## config.mk

```make
export PLATFORM = sky130hd
export DESIGN_NAME = cdg_sqrt
export DESIGN_NICKNAME = d
export VERILOG_FILES = /design/src/hdl/cdg_pkg.sv /design/src/hdl/cdg_sqrt.sv
export SDC_FILE = /design/constraint.sdc
export NUM_CORES = 1
export LEC_CHECK = 0
export BUFFER_PORTS_ARGS = -buffer_cell sky130_fd_sc_hd__buf_2
export CAP_MARGIN = 20
export CORE_MARGIN = 2
export CORE_UTILIZATION = 35
export CTS_BUF_LIST = sky130_fd_sc_hd__clkbuf_2 sky130_fd_sc_hd__clkbuf_4 sky130_fd_sc_hd__clkbuf_8
export CTS_CLUSTER_DIAMETER = 150
export DETAILED_ROUTE_END_ITERATION = 16
export HOLD_SLACK_MARGIN = 0.12
export PLACE_DENSITY = 0.57
export SYNTH_ARGS = -nofsm -noshare
export SYNTH_HDL_FRONTEND = slang
export SYNTH_SLANG_ARGS = --single-unit
```

## constraint.sdc

```tcl
create_clock -name clock -period 2.2 [get_ports clock]
set_input_delay 0.22 -clock clock [delete_from_list [all_inputs] [get_ports clock]]
set_output_delay 0.22 -clock clock [all_outputs]
set_load 0.005 [all_outputs]
```

## src/hdl/cdg_pkg.sv

```systemverilog
// cdg_pkg: widths, register indexes and shared types for the gradient edge block.
// Used by cdg_sqrt and central_difference_gradient_edge. No dependencies.
`timescale 1ns / 1ps

package cdg_pkg;

   localparam int PIX_W      = 8;    // grey pixel
   localparam int GRAD_W     = 9;    // signed doubled difference
   localparam int MAG_W      = 12;   // Q9.3 magnitude
   localparam int CFG_W      = 12;   // widest register, also csr data width
   localparam int ROW_W      = 12;   // row counter
   localparam int THR_W      = 8;    // edge threshold
   localparam int SQ_W       = 16;   // one squared difference
   localparam int SUM_W      = 17;   // sum of two squares
   localparam int RAD_W      = 2 * MAG_W;  // root radicand, sum scaled by 64
   localparam int REM_W      = MAG_W + 4;  // root partial remainder
   localparam int ROOT_CNT_W = 4;    // counts MAG_W root steps
   localparam int CSR_IDX_W  = 2;

   // register indexes
   localparam logic [CSR_IDX_W-1:0] REG_IMAGE_WIDTH    = 2'd0;
   localparam logic [CSR_IDX_W-1:0] REG_IMAGE_HEIGHT   = 2'd1;
   localparam logic [CSR_IDX_W-1:0] REG_EDGE_THRESHOLD = 2'd2;

   localparam logic [CFG_W-1:0] WIDTH_RESET     = 12'd640;
   localparam logic [CFG_W-1:0] HEIGHT_RESET    = 12'd480;
   localparam logic [THR_W-1:0] THRESHOLD_RESET = 8'd10;

   localparam logic [MAG_W-1:0] MAG_MAX = 12'd2885;

   // square-root unit status
   typedef struct packed {
      logic busy;
      logic done;
   } cdg_root_stat_type;

endpackage

```

## src/hdl/cdg_sqrt.sv

```systemverilog
// cdg_sqrt: iterative integer square root, one result bit per cycle.
// Depends on cdg_pkg (widths, status struct).
`timescale 1ns / 1ps

module cdg_sqrt (
   input  logic                          clock,
   input  logic                          reset,
   input  logic                          start,
   input  logic [cdg_pkg::RAD_W-1:0]     radicand,
   output logic [cdg_pkg::MAG_W-1:0]     root,
   output cdg_pkg::cdg_root_stat_type    stat
);
   import cdg_pkg::*;

   logic                  busy_ff, busy_in;
   logic                  done_ff, done_in;
   logic [ROOT_CNT_W-1:0] cnt_ff, cnt_in;
   logic [RAD_W-1:0]      rad_ff, rad_in;
   logic [REM_W-1:0]      rem_ff, rem_in;
   logic [MAG_W-1:0]      root_ff, root_in;

   logic [REM_W-1:0]      rem_sh;
   logic [REM_W-1:0]      trial;

   // restoring digit step: bring down two radicand bits, try root*4+1
   always_comb begin
      rem_sh = {rem_ff[REM_W-3:0], rad_ff[RAD_W-1 -: 2]};
      trial  = REM_W'({root_ff, 2'b01});
      busy_in = busy_ff;
      done_in = done_ff;
      cnt_in  = cnt_ff;
      rad_in  = rad_ff;
      rem_in  = rem_ff;
      root_in = root_ff;
      if (start) begin
         busy_in = 1'b1;
         done_in = 1'b0;
         cnt_in  = '0;
         rad_in  = radicand;
         rem_in  = '0;
         root_in = '0;
      end else if (busy_ff) begin
         rad_in = {rad_ff[RAD_W-3:0], 2'b00};
         cnt_in = cnt_ff + 1'b1;
         if (rem_sh >= trial) begin
            rem_in  = rem_sh - trial;
            root_in = {root_ff[MAG_W-2:0], 1'b1};
         end else begin
            rem_in  = rem_sh;
            root_in = {root_ff[MAG_W-2:0], 1'b0};
         end
         if (cnt_ff == ROOT_CNT_W'(MAG_W - 1)) begin
            busy_in = 1'b0;
            done_in = 1'b1;
         end
      end
   end

   always_ff @(posedge clock) begin
      if (reset) begin
         busy_ff <= 1'b0;
         done_ff <= 1'b0;
         cnt_ff  <= '0;
      end else begin
         busy_ff <= busy_in;
         done_ff <= done_in;
         cnt_ff  <= cnt_in;
      end
   end

   always_ff @(posedge clock) begin
      rad_ff  <= rad_in;
      rem_ff  <= rem_in;
      root_ff <= root_in;
   end

   assign root      = root_ff;
   assign stat.busy = busy_ff;
   assign stat.done = done_ff;

endmodule

```

==> results_dict.tcl <==
set metrics [dict create \
    power_frac_comb 0.583 \
    switching_share 0.4206 \
    yosysTopAreaCell "edfxtp_1" \
    intPower_mw 2.696 \
    root_buffer "clkbuf_8" \
    start_util 0.3600 \
    fin_util 0.4583 \
    dieArea_um2 9743 \
    antenna_cells 0 \
    clk_pin_slew_ns 0.11 \
    cts_max_level 2 \
    final_area_um2 3996 \
    leakage_nw 1.581 \
    path_cells "buf_6 > ha_1 > nand3_1 > nor3_1 > or3_4 > o21ai_4 > clkbuf_16 > nand3_1 > a32o_1" \
    numCtsBuffers 5 \
    via_count 2533 \
    ys_top_cells_by_count "nor2_1 (38), dfxtp_1 (32), edfxtp_1 (24), mux2_2 (22)" \
    wire_per_inst_um 15.28 \
    rsz0062_at_grt "true" \
    tightest_slew_ns 0.6298 \
    vias_per_cell 5.212 \
    yosysMostFrequentCell "nor2_1" \
    start_kind "flop" \
    drc 0 \
    finalWorstSetupSlack_ns 0.01622 \
    p_sw_mw 1.957 \
    die_x_um 98.71 \
    grt_pass1_wl_um 11900 \
    rows 34 \
    crit_type "flop to flop" \
    ys_ff_latch 56 \
    postRouteAntennaNets 0 \
    grt_overflow_total 0 \
    skew_ns 0.005365 \
    holdBufCountCts 0 \
    grt_max_degree 44 \
    yosys_warnings 0 \
    place_hpwl_um 5151 \
    synthToLayoutAreaGrowth_pct 27.30 \
    slowest_stage "edfxtp_1" \
    maxCapViolations 0 \
    synthFlopType "dfxtp_1" \
    syn_area_per_cell_um2 10.26 \
    fmax_ghz 0.4579 \
    place_ws_ns -0.05067 \
    finalMaxSlewViolations 0 \
    slew_headroom 0.5801 \
    finalHoldViolations 0 \
    p_clk_frac 0.133 \
    setup_viol 0 \
    wl_um 7428 \
    path_common_cell "nand3_1" \
    power_density_nw_per_um2 1164 \
    synth-edff-count 24 \
    end_kind "flop" \
    synth_area_leaders "edfxtp_1 (23%), dfxtp_1 (20%), mux2_2 (7.9%), ha_1 (6.0%), nor2_1 (4.5%)" \
    crit_fanout 5 \
    core_area_um2 8721 \
    drive_above_1_share 0.4074 \
    antenna_found_initial 0 \
    synthDominantCellAreaShare 0.2296 \
    syn_area_um2 3139 \
    synth_cells 306 \
    grt_pass1_vias 2465 \
    die_h_um 98.71 \
    clk_latency_ns 0.32 \
    cts_tree "yes" \
    critPathRequiredTime_ns 2.42 \
    status "completed" \
    cts_num_sinks 56 \
    nets 419 \
    ios 41 \
    period_share 0.9926 \
    synthArstFlopShare 0 \
    tns_ns 0 \
    min_period_ns 2.184 \
    dr.first_iter.drc_count 122 \
    synth_fp_nets 348 \
    worstHoldPathType "primary input to flop" \
    cp_data_arrival_time_ns 2.41 \
    track_usage 0.1495 \
    placed_area_um2 3651 \
    synth-seq-area-share 0.4336 \
    ir_drop_uv 534.5 \
    clock_path_buffers 2 \
    synth_cell_type_count 56 \
    firstDrtPassIters 4 \
    io_buffers 40 \
    gp_congestion 0.8771 \
    power_frac_seq 0.285 \
    critPathMaxStageDelay_ns 0.44 \
]
cell usage in the layout (no fill, tap or decap), drive strengths merged, types with 4 or more instances in the layout:
cell type / n
o21ai: 16
o21a: 4
inv: 20
edfxtp: 24
or3: 4
a311oi: 9
a21oi: 7
nand2: 18
dfxtp: 32
buf: 78
mux2: 22
nor3: 11
clkbuf: 6
mux2i: 12
nor2: 38
xnor2: 8
nand3: 13
xor2: 4
ha: 15
power by group through the flow:
stage | registers (mW) | logic [mW] | clock network, mW
floorplan | 1.31 | 1.58 | 0
global placement | 1.33 | 2.20 | 0
detailed placement | 1.33 | 2.20 | 0
CTS | 1.31 | 2.23 | 0.636
global route | 1.34 | 2.92 | 0.673
finish | 1.33 | 2.71 | 0.617
logic make-up (layout without fill, tap and decap cells):
logic type,after synthesis,in the layout,share of synthesized area
AND/OR/NAND/NOR,93,93,0.1335
AO/OA/AOI/OAI,62,63,0.1738
flip-flops,56,56,0.4336
multiplexers,34,34,0.1172
buffers and inverters,34,105,0.04862
adder cells (fa/ha/maj),15,15,0.05978
XOR/XNOR,12,12,0.03348
final timing paths:
path,depth (start not counted),from,slack (ns),endpoint
worst min-delay path,2,reset,0.13,busy_ff$_SDFF_PP0_
worst max register to register,9,rad_ff[22]$_DFFE_PP_,0.02,rem_ff[0]$_SDFFE_PP0P_
worst max-delay path,9,rad_ff[22]$_DFFE_PP_,0.02,rem_ff[0]$_SDFFE_PP0P_
worst min register to register,2,rem_ff[4]$_SDFFE_PP0P_,0.53,rem_ff[6]$_SDFFE_PP0P_
timing repair:
item                       CTS  global route
hold endpoints to repair     0             0
resized for setup            3            31
cloned                       0             2
buffers inserted             0             5
pin swaps                    1            13
setup endpoints to repair    3            13
stage by stage:
stage / hold WS, ns / instances / total power, mW
2_1_floorplan: 0.2924 / 306 / 2.886
3_3_place_gp: 0.4689 / 471 / 3.536
3_5_place_dp: 0.4715 / 471 / 3.536
4_1_cts: 0.1272 / 479 / 4.180
5_1_grt: 0.1382 / 486 / 4.938
6_report: 0.1316 / 486 / 4.653
sequential cells by signal (all words and copies together), names as in the netlist:
signal and count:
busy_ff 1, cnt_ff 4, done_ff 1, rad_ff 24, rem_ff 14, root 12
worst max-delay path, delay by kind of cell, from the launching register on:
kind | cells | cell delay [ns]
AO/OA/AOI/OAI | 2 | 0.50
adder cells (fa/ha/maj) | 1 | 0.19
buffers and inverters | 2 | 0.35
flip-flops | 1 | 0.44
AND/OR/NAND/NOR | 4 | 0.62
area by class of cell:
type                    count  area (um2)
clock buffers               5       68.82
clock inverters             3       25.02
fillers                   846        4725
inverters                  18       67.56
multi-input cells         217        1805
flip-flops and latches     56        1368
well taps                 108       135.1
repair buffers             79       526.8
layer usage:
layer / global-route usage / up-vias / routed length (um)
li1: - / 1267 / -
met1: 0.2026 / 1216 / 3507
met5: 0 / - / 0
met2: 0.2475 / 46 / 3541
met4: 0.03793 / 0 / 68
met3: 0.02766 / 4 / 312
No activity file was read; power rests on OpenSTA's default activity.
